[src/sv/cpt_pkg.sv]
// Shared types and codes of the card presence tracker.
`default_nettype none

package cpt_pkg;

   localparam int ByteW    = 8;
   localparam int UidBytes = 7;
   localparam int UidW     = UidBytes * ByteW;
   localparam int AtqaW    = 16;
   localparam int FailW    = 16;
   localparam int CsrIdxW  = 2;
   localparam int CsrDataW = 8;

   // Poll status codes.
   localparam logic [2:0] POLL_NONE     = 3'd0;
   localparam logic [2:0] POLL_FATAL    = 3'd1;
   localparam logic [2:0] POLL_ANTICOLL = 3'd2;
   localparam logic [2:0] POLL_UID4     = 3'd3;
   localparam logic [2:0] POLL_UID7     = 3'd4;

   // Event codes.
   localparam logic [2:0] EV_NONE    = 3'd0;
   localparam logic [2:0] EV_NEW     = 3'd1;
   localparam logic [2:0] EV_CHANGED = 3'd2;
   localparam logic [2:0] EV_PRESENT = 3'd3;
   localparam logic [2:0] EV_REMOVED = 3'd4;

   // UID lengths.
   localparam logic [2:0] LEN_NONE = 3'd0;
   localparam logic [2:0] LEN_UID4 = 3'd4;
   localparam logic [2:0] LEN_UID7 = 3'd7;

   // Register indexes and reset values.
   localparam logic [CsrIdxW-1:0]  CSR_REMOVAL_THRESHOLD = 2'd0;
   localparam logic [CsrIdxW-1:0]  CSR_RECOVERY_INTERVAL = 2'd1;
   localparam logic [CsrDataW-1:0] THRESHOLD_RESET       = 8'd5;
   localparam logic [CsrDataW-1:0] INTERVAL_RESET        = 8'd30;

   // UID plausibility constants.
   localparam logic [ByteW-1:0] BYTE_CASCADE = 8'h88;
   localparam logic [ByteW-1:0] BYTE_ZERO    = 8'h00;
   localparam logic [ByteW-1:0] BYTE_ONES    = 8'hFF;

   typedef struct packed {
      logic [2:0]       poll_status;
      logic [AtqaW-1:0] atqa;
      logic [UidW-1:0]  uid_in;
   } req_type;

   typedef struct packed {
      logic [2:0]      event_res;
      logic [2:0]      uid_len;
      logic [UidW-1:0] uid_out;
      logic            use_wakeup;
      logic            rf_recover;
   } rsp_type;

endpackage

`default_nettype wire

[src/sv/card_presence_tracker.sv]
// Top level of the card presence tracker: poll evaluation, state and recovery check.
`default_nettype none

// Card presence tracker. Each req_ transfer is the outcome of one poll; each one
// yields exactly one rsp_ transfer carrying the event, the UID to report, the
// WUPA hint for the next poll and an RF recovery request. When no recovery check
// is needed a poll passes through the idle state that ends in its acceptance,
// evaluate, and hand off; the result register loads at the hand-off. A failed
// poll while no card is present, with a nonzero recovery interval, also runs
// the fail count through a restoring remainder loop between evaluate and hand
// off: one bit per cycle through a single 9-bit subtract and compare, for each
// bit of the 16-bit count. The hand-off waits as long as the previous result
// still sits under rsp_stall. req_stall is high while a poll is being worked
// on; a new poll is taken as soon as the sequencer is back idle, even while the
// previous result still waits under rsp_stall. The two configuration registers
// are written through csr_, which is always ready; write them only while the
// block is idle.
module card_presence_tracker (
   input  wire                            clock,
   input  wire                            reset,
   input  wire                            req_valid,
   output logic                           req_stall,
   input  cpt_pkg::req_type               req_data,
   output logic                           rsp_valid,
   input  wire                            rsp_stall,
   output cpt_pkg::rsp_type               rsp_data,
   input  wire                            csr_valid,
   output logic                           csr_ready,
   input  wire  [cpt_pkg::CsrIdxW-1:0]    csr_index,
   input  wire  [cpt_pkg::CsrDataW-1:0]   csr_wdata
);

   localparam int FailW = cpt_pkg::FailW;
   localparam int CntW  = $clog2(FailW);
   localparam int RemW  = cpt_pkg::CsrDataW;
   localparam logic [CntW-1:0] CntLast = CntW'(FailW - 1);

   // Sequencer states.
   localparam logic [1:0] ST_IDLE = 2'd0;
   localparam logic [1:0] ST_EVAL = 2'd1;
   localparam logic [1:0] ST_DIV  = 2'd2;
   localparam logic [1:0] ST_DONE = 2'd3;

   logic [1:0]                   state_ff, state_in;
   cpt_pkg::req_type             poll_ff, poll_in;
   cpt_pkg::rsp_type             rsp_data_ff, rsp_data_in;
   logic                         rsp_valid_ff, rsp_valid_in;

   // Architectural state.
   logic                         present_ff, present_in;
   logic [FailW-1:0]             fail_ff, fail_in;
   logic [cpt_pkg::UidW-1:0]     last_uid_ff, last_uid_in;
   logic [2:0]                   last_len_ff, last_len_in;
   logic [RemW-1:0]              threshold_ff, threshold_in;
   logic [RemW-1:0]              interval_ff, interval_in;

   // Result under construction.
   logic [2:0]                   ev_ff, ev_in;
   logic [2:0]                   rlen_ff, rlen_in;
   logic [cpt_pkg::UidW-1:0]     ruid_ff, ruid_in;
   logic                         check_ff, check_in;

   // Remainder unit.
   logic [FailW-1:0]             div_ff, div_in;
   logic [RemW-1:0]              rem_ff, rem_in;
   logic [CntW-1:0]              cnt_ff, cnt_in;
   logic [RemW:0]                rem_trial;
   logic [RemW:0]                ivl_ext;

   // Poll decode.
   logic [cpt_pkg::ByteW-1:0]    uid_byte [cpt_pkg::UidBytes];
   logic [cpt_pkg::UidBytes-1:0] byte_varied;
   logic                         is_uid4, is_uid7;
   logic [cpt_pkg::UidW-1:0]     uid_eff;
   logic [2:0]                   len_eff;
   logic                         uid_valid;
   logic [FailW-1:0]             fail_inc;

   // Split the captured UID into bytes and flag the ones that carry information.
   always_comb begin
      for (int i = 0; i < cpt_pkg::UidBytes; i++) begin
         uid_byte[i]    = poll_ff.uid_in[i*cpt_pkg::ByteW +: cpt_pkg::ByteW];
         byte_varied[i] = (uid_byte[i] != cpt_pkg::BYTE_ZERO) &&
                          (uid_byte[i] != cpt_pkg::BYTE_ONES);
      end
   end

   assign is_uid4 = (poll_ff.poll_status == cpt_pkg::POLL_UID4);
   assign is_uid7 = (poll_ff.poll_status == cpt_pkg::POLL_UID7);
   assign len_eff = is_uid4 ? cpt_pkg::LEN_UID4 : cpt_pkg::LEN_UID7;
   // Drop the upper three bytes of a four-byte UID.
   assign uid_eff = is_uid4 ? {24'd0, poll_ff.uid_in[31:0]} : poll_ff.uid_in;

   // UID plausibility: any of these rules rejects the poll as a failure.
   always_comb begin
      uid_valid = 1'b0;
      if (is_uid4) begin
         uid_valid = (|byte_varied[3:1]) && (uid_byte[0] != cpt_pkg::BYTE_CASCADE);
      end else if (is_uid7) begin
         uid_valid = (|byte_varied[6:1]) &&
                     (uid_byte[3] != cpt_pkg::BYTE_CASCADE) &&
                     (poll_ff.uid_in[55:24] != 32'h0000_0000) &&
                     (poll_ff.uid_in[55:24] != 32'hFFFF_FFFF);
      end
      if (poll_ff.atqa == 16'hFFFF || uid_byte[0] == cpt_pkg::BYTE_ZERO) begin
         uid_valid = 1'b0;
      end
   end

   // The fail count wraps at its width.
   assign fail_inc = fail_ff + FailW'(1);

   // One restoring step: shift in the next dividend bit, subtract if it fits.
   assign rem_trial = {rem_ff, div_ff[FailW-1]};
   assign ivl_ext   = {1'b0, interval_ff};

   always_comb begin
      state_in     = state_ff;
      poll_in      = poll_ff;
      rsp_data_in  = rsp_data_ff;
      rsp_valid_in = rsp_valid_ff;
      present_in   = present_ff;
      fail_in      = fail_ff;
      last_uid_in  = last_uid_ff;
      last_len_in  = last_len_ff;
      threshold_in = threshold_ff;
      interval_in  = interval_ff;
      ev_in        = ev_ff;
      rlen_in      = rlen_ff;
      ruid_in      = ruid_ff;
      check_in     = check_ff;
      div_in       = div_ff;
      rem_in       = rem_ff;
      cnt_in       = cnt_ff;

      // Retire the waiting result once the consumer takes it.
      if (rsp_valid_ff && !rsp_stall) begin
         rsp_valid_in = 1'b0;
      end

      // Register writes; indexes beyond the list are dropped.
      if (csr_valid) begin
         case (csr_index)
            cpt_pkg::CSR_REMOVAL_THRESHOLD: threshold_in = csr_wdata;
            cpt_pkg::CSR_RECOVERY_INTERVAL: interval_in  = csr_wdata;
            default: ;
         endcase
      end

      case (state_ff)
         ST_IDLE: begin
            if (req_valid) begin
               poll_in  = req_data;
               state_in = ST_EVAL;
            end
         end
         ST_EVAL: begin
            ev_in    = cpt_pkg::EV_NONE;
            rlen_in  = cpt_pkg::LEN_NONE;
            ruid_in  = '0;
            check_in = 1'b0;
            if (uid_valid) begin
               fail_in = '0;
               rlen_in = len_eff;
               ruid_in = uid_eff;
               if (!present_ff) begin
                  present_in  = 1'b1;
                  last_uid_in = uid_eff;
                  last_len_in = len_eff;
                  ev_in       = cpt_pkg::EV_NEW;
               end else if (len_eff != last_len_ff || uid_eff != last_uid_ff) begin
                  last_uid_in = uid_eff;
                  last_len_in = len_eff;
                  ev_in       = cpt_pkg::EV_CHANGED;
               end else begin
                  ev_in = cpt_pkg::EV_PRESENT;
               end
            end else if (poll_ff.poll_status == cpt_pkg::POLL_ANTICOLL) begin
               // A card answered: not a miss, but nothing new to report.
               fail_in = '0;
               if (present_ff) begin
                  rlen_in = last_len_ff;
                  ruid_in = last_uid_ff;
                  ev_in   = cpt_pkg::EV_PRESENT;
               end
            end else begin
               fail_in = fail_inc;
               if (present_ff) begin
                  if (fail_inc >= FailW'(threshold_ff)) begin
                     present_in = 1'b0;
                     ev_in      = cpt_pkg::EV_REMOVED;
                  end else begin
                     rlen_in = last_len_ff;
                     ruid_in = last_uid_ff;
                     ev_in   = cpt_pkg::EV_PRESENT;
                  end
               end else begin
                  check_in = (interval_ff != '0) && (fail_inc != '0);
               end
            end
            div_in   = fail_inc;
            rem_in   = '0;
            cnt_in   = '0;
            state_in = check_in ? ST_DIV : ST_DONE;
         end
         ST_DIV: begin
            div_in = {div_ff[FailW-2:0], 1'b0};
            if (rem_trial >= ivl_ext) begin
               rem_in = RemW'(rem_trial - ivl_ext);
            end else begin
               rem_in = rem_trial[RemW-1:0];
            end
            cnt_in = cnt_ff + CntW'(1);
            if (cnt_ff == CntLast) begin
               state_in = ST_DONE;
            end
         end
         ST_DONE: begin
            // Hold until the result register is free.
            if (!rsp_valid_ff || !rsp_stall) begin
               rsp_data_in.event_res  = ev_ff;
               rsp_data_in.uid_len    = rlen_ff;
               rsp_data_in.uid_out    = ruid_ff;
               rsp_data_in.use_wakeup = present_ff;
               rsp_data_in.rf_recover = check_ff && (rem_ff == '0);
               rsp_valid_in           = 1'b1;
               state_in               = ST_IDLE;
            end
         end
         default: begin
            state_in = ST_IDLE;
         end
      endcase
   end

   always_ff @(posedge clock) begin
      if (reset) begin
         state_ff     <= ST_IDLE;
         rsp_valid_ff <= 1'b0;
         present_ff   <= 1'b0;
         fail_ff      <= '0;
         last_uid_ff  <= '0;
         last_len_ff  <= cpt_pkg::LEN_NONE;
         threshold_ff <= cpt_pkg::THRESHOLD_RESET;
         interval_ff  <= cpt_pkg::INTERVAL_RESET;
         check_ff     <= 1'b0;
         cnt_ff       <= '0;
      end else begin
         state_ff     <= state_in;
         rsp_valid_ff <= rsp_valid_in;
         present_ff   <= present_in;
         fail_ff      <= fail_in;
         last_uid_ff  <= last_uid_in;
         last_len_ff  <= last_len_in;
         threshold_ff <= threshold_in;
         interval_ff  <= interval_in;
         check_ff     <= check_in;
         cnt_ff       <= cnt_in;
      end
      poll_ff     <= poll_in;
      rsp_data_ff <= rsp_data_in;
      ev_ff       <= ev_in;
      rlen_ff     <= rlen_in;
      ruid_ff     <= ruid_in;
      div_ff      <= div_in;
      rem_ff      <= rem_in;
   end

   assign req_stall = (state_ff != ST_IDLE);
   assign rsp_valid = rsp_valid_ff;
   assign rsp_data  = rsp_data_ff;
   assign csr_ready = 1'b1;

`ifndef NO_ASSERTIONS
   // The partial remainder stays below the interval throughout the loop.
   assert property (@(posedge clock) disable iff (reset)
      (state_ff == ST_DIV) |-> (rem_ff < interval_ff))
      else $error("remainder out of range during recovery check");

   // An accepted poll is evaluated in the very next cycle.
   assert property (@(posedge clock) disable iff (reset)
      (req_valid && !req_stall) |=> (state_ff == ST_EVAL))
      else $error("accepted poll not evaluated");

   // Recovery is only requested with no card present.
   assert property (@(posedge clock) disable iff (reset)
      (rsp_valid && rsp_data.rf_recover) |-> !rsp_data.use_wakeup)
      else $error("recovery requested while card present");

   // A removal reports no UID and ends presence.
   assert property (@(posedge clock) disable iff (reset)
      (rsp_valid && rsp_data.event_res == cpt_pkg::EV_REMOVED) |->
      (rsp_data.uid_len == cpt_pkg::LEN_NONE && !rsp_data.use_wakeup))
      else $error("removal result inconsistent");
`endif

endmodule

`default_nettype wire
[config.mk]
export PLATFORM = sky130hd
export DESIGN_NAME = card_presence_tracker
export DESIGN_NICKNAME = d
export VERILOG_FILES = /design/src/sv/cpt_pkg.sv /design/src/sv/card_presence_tracker.sv
export SDC_FILE = /design/constraint.sdc
export NUM_CORES = 1
export LEC_CHECK = 0
export BUFFER_PORTS_ARGS = -buffer_cell sky130_fd_sc_hd__buf_2
export CORE_ASPECT_RATIO = 0.7
export CORE_MARGIN = 1.5
export CORE_UTILIZATION = 35
export DETAILED_ROUTE_END_ITERATION = 8
export GPL_TIMING_DRIVEN = 0
export PLACE_DENSITY = 0.52
export REMOVE_ABC_BUFFERS = 1
export SYNTH_ARGS = -nofsm -noshare
export SYNTH_HDL_FRONTEND = slang
export SYNTH_SLANG_ARGS = --single-unit
export TNS_END_PERCENT = 100
[constraint.sdc]
create_clock -name clock -period 7.7 [get_ports clock]
set_input_delay 0.385 -clock clock [delete_from_list [all_inputs] [get_ports clock]]
set_output_delay 0.385 -clock clock [all_outputs]
set_load 0.005 [all_outputs]
==> results.toml, run 1 <==
[sta]
timing.setup.tns_ns = 0
final_max_slew_viol_count = 0
relSlewSlack_pct = 5.99
finalSetupViolations = 0
worst_slack_ns = 3.06
fmax_mhz = 215
fin_crit_ns = 4.64
hold_viol = 0
fin_skew_ns = 0.0179
fin_crit_sh_pct = 60.3
rsz0062_at_grt = "false"
worstMarginPinSlew_ns = 1.41

[run_status]
status = "finished clean"

[setup_path]
crit_path_end_kind = "register"
r2r-start = "poll_ff[74]$_DFFE_PP_"
r2r-end = "last_uid_ff[50]$_SDFFE_PP0P_"
arrival_ns = 5.04
cpMostUsedCell = "nand4_1"
critPathMaxFanout = 36
rr_worst_depth = 7
cpLargestDelayFamily = "simple AND/OR/NAND/NOR gates"
crit_slowest_cell = "or4_2"
required_ns = 8.10
cp_slowest_stage_delay_ns = 1.21
startpoint_type = "register"
crit_type = "reg2reg"
rrSetupSlack_ns = 3.06
crit_buf_inv = 1
crit_chain = "nand3b_1 -> o32ai_1 -> nand4_1 -> or4_2 -> buf_16 -> nand4_1 -> a21oi_1"

[drt]
post_drt_wl_per_cell_um = 20.1
postRouteAntennaNets = 0
num_vias = 10400
routed-wl-met2_um = 16400
top_layer = "met4"
route.detailed.drc = 0
drt-met1-wl_um = 18900
drt_wl_total_um = 38700
drtIter0Drc = 964
met3WireLength_um = 2780
dr.pass1.iters = 5
viasPerCell = 5.43

[synth]
synth-seq-area-share_pct = 60.6
async_flop_share_pct = 0
synthDistinctLibCells = 75
synth_area_per_cell_um2 = 11.6
synth.ff_latch_count = 322
yosysWarnings = 0
synthCells = 1239
synth_edf_count = 223
synth_area_mm2 = 0.0143
synth_flop_cell = "edfxtp_1"

[min_path]
whs_endpoint = "poll_ff[49]$_DFFE_PP_"
hold_path_class = "in2reg"
hold_path.startpoint = "req_data[49]"
min_path_cells = 1

[clock_network]
clockBufferDepth = 3
cts_buffers = 35
cts_root_buf = "clkbuf_16"
cts-htree-levels = 2
clk_pin_slew_ns = 0.06
clk_latency_ns = 0.52
post_cts_buffers = 0
cts_sinks = 322
hold_buffers = 0
cts_resized = 0
cts_tree = "built"

[global_routing]
grt.overflow.total = 0
grt_max_degree = 70
grtUsageTotal_pct = 18.0
antenna_found_initial = 0
grt_pass1_vias = 9558
grt_pass1_wl_um = 57800

[finish]
drive_above_1_share_pct = 20.3
instances_no_fill = 1923
nFillCells = 3781
multiInputGateArea_mm2 = 0.00515
area_delta_synth_final_pct = 18.0
nets = 1475
antenna-diode-count = 0
register_area_mm2 = 0.00868

[placement]
placed_cells = 1860
dpl_worst_slack_ns = 3.17
io_buffers = 155
dp_hpwl_um = 26200
gp_congestion = 0.796

[die]
row_count = 61
die-area_mm2 = 0.0421
die_width_um = 245
core_area_mm2 = 0.0400
io_pins = 157
start_util_pct = 35.8
die_h_um = 172

[pwr]
powerDensity_mw_per_mm2 = 330
total_power_mw = 5.57
p_leak_nw = 5.72
irDropWorstVdd_mv = 0.196

[flow_run]
drv_cap = 0
[how the worst max path moves through the flow]
| stage | startpoint | to | slack [ns] | cells past startpoint |
|---|---|---|---|---|
| floorplan | state_ff[0]$_SDFFE_PP0P_ | rsp_data[0]$_DFFE_PP_ | 1.98 | 2 |
| detailed placement | poll_ff[73]$_DFFE_PP_ | last_uid_ff[50]$_SDFFE_PP0P_ | 3.17 | 8 |
| CTS | poll_ff[73]$_DFFE_PP_ | last_uid_ff[50]$_SDFFE_PP0P_ | 3.18 | 8 |
| finish | poll_ff[74]$_DFFE_PP_ | last_uid_ff[50]$_SDFFE_PP0P_ | 3.06 | 7 |
| global placement | state_ff[0]$_SDFFE_PP0P_ | rsp_data[57]$_DFFE_PP_ | -1.61 | 2 |
| global route | poll_ff[74]$_DFFE_PP_ | last_uid_ff[50]$_SDFFE_PP0P_ | 2.91 | 7 |
[synth_stat cells, types with 8 or more instances]
master	count	area (µm²)
a21oi_1	82	410
o21ai_0	96	480
nand4_1	60	375
or4_1	8	60.1
buf_2	19	95.1
nand2_1	117	439
nand3_1	29	145
edfxtp_1	223	6700
mux2_2	13	146
a32o_1	20	200
nor4_1	26	163
nor2_1	54	203
o21ai_1	20	100
nor4bb_1	9	90.1
xnor2_1	52	455
buf_4	11	82.6
mux2i_1	10	100
nand3_2	19	190
xor2_1	8	70.1
ha_1	22	275
nor3_1	13	65.1
a31oi_1	11	68.8
clkbuf_1	42	158
nand2b_1	18	113
dfxtp_1	99	1980
inv_1	33	124
o32ai_1	9	78.8
[cells by family (layout without fill, tap and decap cells)]
group | Yosys count | count (layout) | synth area share (%)
AOI/OAI and AO/OA | 291 | 291 | 12.7
xor gates and xnor gates | 60 | 60 | 3.67
adders and majority gates | 24 | 24 | 2.13
buffers and inverters | 119 | 268 | 3.91
DFF | 322 | 322 | 60.6
muxes | 23 | 23 | 1.72
other | 1 | 1 | 0.0262
and+or+nand+nor | 399 | 399 | 15.2
[area by class of cell]
class                      count  area share (%)
sequential                   322            51.4
multi-input combinational    798            30.5
timing repair buffer         170            6.38
clock buffer                  45            5.72
tap                          535            3.96
clock inverter                18            1.31
inverter                      35           0.778
[layout by cell type, fill, tap and decap left out, types with 21 or more instances in the layout]
master / Yosys / layout
nor4_1: 26 / 26
clkbuf_16: 0 / 37
nand4_1: 60 / 60
edfxtp_1: 223 / 223
a21oi_1: 82 / 81
nor2_1: 54 / 54
ha_1: 22 / 21
xnor2_1: 52 / 52
nand3_1: 29 / 28
dfxtp_1: 99 / 99
inv_1: 33 / 33
buf_2: 19 / 155
o21ai_0: 96 / 96
nand2_1: 117 / 116
[worst reg2reg max path, cell delays in order, from the launching register on]
cell	delay [ns]
edfxtp_1	0.50
nand3b_1	1.08
o32ai_1	0.77
nand4_1	0.37
or4_2	1.21
buf_16	0.36
nand4_1	0.12
a21oi_1	0.11
[registers in the layout (all words and copies together) (netlist names)]
| signal | flops |
|---|---|
| div_ff | 16 |
| ev_ff | 3 |
| rem_ff | 8 |
| state_ff | 2 |
| ruid_ff | 56 |
| last_len_ff | 2 |
| rlen_ff | 2 |
| poll_ff | 75 |
| threshold_ff | 8 |
| rsp_data | 63 |
| fail_ff | 16 |
| interval_ff | 8 |
| present_ff | 1 |
| rsp_valid | 1 |
| cnt_ff | 4 |
| check_ff | 1 |
| last_uid_ff | 56 |
[per-layer routing]
layer | global-route usage (%) | vias up
met5 | 0 | -
met4 | 4.05 | 0
met3 | 3.29 | 47
met2 | 25.8 | 380
met1 | 27.8 | 5110
li1 | - | 4908
[where the power goes]
group | leakage, nW | switching (mW) | total [mW] | internal [mW]
clock | 0.581 | 0.691 | 1.75 | 1.06
combinational | 2.23 | 0.779 | 1.20 | 0.420
sequential | 2.91 | 0.267 | 2.63 | 2.36
total | 5.72 | 1.74 | 5.57 | 3.84
[metrics by stage]
stage | utilization, % | cell area [µm²] | hold WS, ns
after global routing | 42.2 | 16900 | 0.0146
after CTS | 42.2 | 16900 | 0.0151
after floorplan | - | 13900 | 0.400
after detailed placement | 39.3 | 15700 | 0.405
final | 42.2 | 16900 | 0.0366
after global placement | 38.3 | 15300 | 0.404
No activity file was read; power rests on OpenSTA's default activity.
==> run 2, diff against run 1 <==
Clock period 7.7 ns to 4.8 ns, I/O delays scaled along.
==> results.toml, run 2 (synthesis results as in run 1) <==
[run_status]
status = "finished clean"

[sta]
worstMarginPinSlew_ns = 1.38
final_max_slew_viol_count = 0
fmax_mhz = 217
fin_crit_ns = 4.62
finalSetupViolations = 0
fin_crit_sh_pct = 96.2
timing.setup.tns_ns = 0
rsz0062_at_grt = "false"
relSlewSlack_pct = 7.97
hold_viol = 0
worst_slack_ns = 0.185
fin_skew_ns = 0.0170
hold_slack_ns = 0.0439

[die]
io_pins = 157
start_util_pct = 35.8
die-area_mm2 = 0.0421
core_area_mm2 = 0.0400
die_width_um = 245
die_h_um = 172
row_count = 61

[finish]
largest-register = "poll_ff"
mostFrequentLayoutCells = "223 x edfxtp_1, 155 x buf_2, 116 x nand2_1, 99 x dfxtp_1, 96 x o21ai_0"
nFillCells = 3713
nets = 1558
area_delta_synth_final_pct = 23.8
drive_above_1_share_pct = 19.2
final_common_cell = "edfxtp_1"
antenna-diode-count = 0
largest_reg_flops = 75
fin_area_mm2 = 0.0177

[global_routing]
grt_pass1_wl_um = 59300
grtUsageTotal_pct = 18.4
grt_max_degree = 70
grt_pass1_vias = 9938
antenna_found_initial = 0
grt.overflow.total = 0

[setup_path]
required_ns = 5.20
rrSetupSlack_ns = 0.18
startpoint_type = "register"
arrival_ns = 5.01
critPathMaxFanout = 36
crit_type = "reg2reg"
crit_path_end_kind = "register"

[clock_network]
cts-htree-levels = 2
cts_sinks = 322
clockBufferDepth = 3
cts_resized = 0
clk_latency_ns = 0.52
cts_root_buf = "clkbuf_16"
cts_buffers = 35
clk_pin_slew_ns = 0.06
cts_tree = "built"

[min_path]
hold_path_class = "in2reg"

[drt]
dr.pass1.iters = 5
postRouteAntennaNets = 0
post_drt_wl_per_cell_um = 19.7
route.detailed.drc = 0
num_vias = 10700
drtIter0Drc = 966
viasPerCell = 5.33
drt_wl_total_um = 39400

[placement]
dpl_worst_slack_ns = 0.267
gp_congestion = 0.796
placed_area_mm2 = 0.0157
dp_hpwl_um = 26200
io_buffers = 155

[pwr]
powerDensity_mw_per_mm2 = 508
p_leak_nw = 6.06
total_power_mw = 9.00
irDropWorstVdd_mv = 0.282

[flow_run]
drv_cap = 0
run 2: changes by cell type in the layout (fill, tap and decap cells not counted), sizes merged:
cell         change
dlygate4sd3     +83
run 2: final cells by class:
class                   count  area (µm²)  share of cell area [%]
clock buffers              45         966                    5.45
multi-input cells         798        5150                    29.1
inverters                  35         131                   0.741
clock inverters            18         221                    1.25
well taps                 535         669                    3.78
repair buffers            253        1910                    10.8
flip-flops and latches    322        8680                    49.0
run 2: per-layer routing:
metal	GRT usage (%)	share of wire (%)	up-vias
li1	-	-	5073
met2	26.7	43	336
met3	3.21	6.2	46
met1	28.1	50	5236
met4	4.40	1.6	0
met5	0	0	-
run 2: final timing paths:
path / from / to / cells past startpoint
worst max-delay path: poll_ff[73]$_DFFE_PP_ / last_uid_ff[50]$_SDFFE_PP0P_ / 8
worst max register to register: poll_ff[73]$_DFFE_PP_ / last_uid_ff[50]$_SDFFE_PP0P_ / 8
worst min register to register: ruid_ff[39]$_DFFE_PP_ / rsp_data[41]$_DFFE_PP_ / 0
worst min-delay path: rsp_stall / rsp_valid$_SDFF_PP0_ / 3
run 2: what timing repair did:
action | 4_1_cts | 5_1_grt
setup buffers | 0 | 0
endpoints found under the setup margin | 0 | 0
endpoints found under the hold margin | 89 | 0
hold buffers | 83 | 0
run 2: metrics by stage:
| step | cells | util, % |
|---|---|---|
| global route | 2006 | 44.3 |
| global placement | 1845 | 38.3 |
| floorplan | 1155 | - |
| finish | 2006 | 44.3 |
| detailed placement | 1860 | 39.3 |
| CTS | 2006 | 44.3 |
run 2: critical path, cell delays in order, from the launching register on:
cell       delay (ns)
edfxtp_1         0.49
nand3b_1         1.06
nand2_1          0.23
a2111oi_0        0.55
nand4_1          0.33
or4_2            1.24
buf_16           0.36
nand4_1          0.11
a21oi_1          0.10
run 2: power by group:
part	switching (mW)	leakage, nW	total [mW]	internal (mW)
Sequential	0.430	2.91	4.21	3.78
Clock	1.11	0.581	2.80	1.70
Combinational	1.26	2.57	1.98	0.718
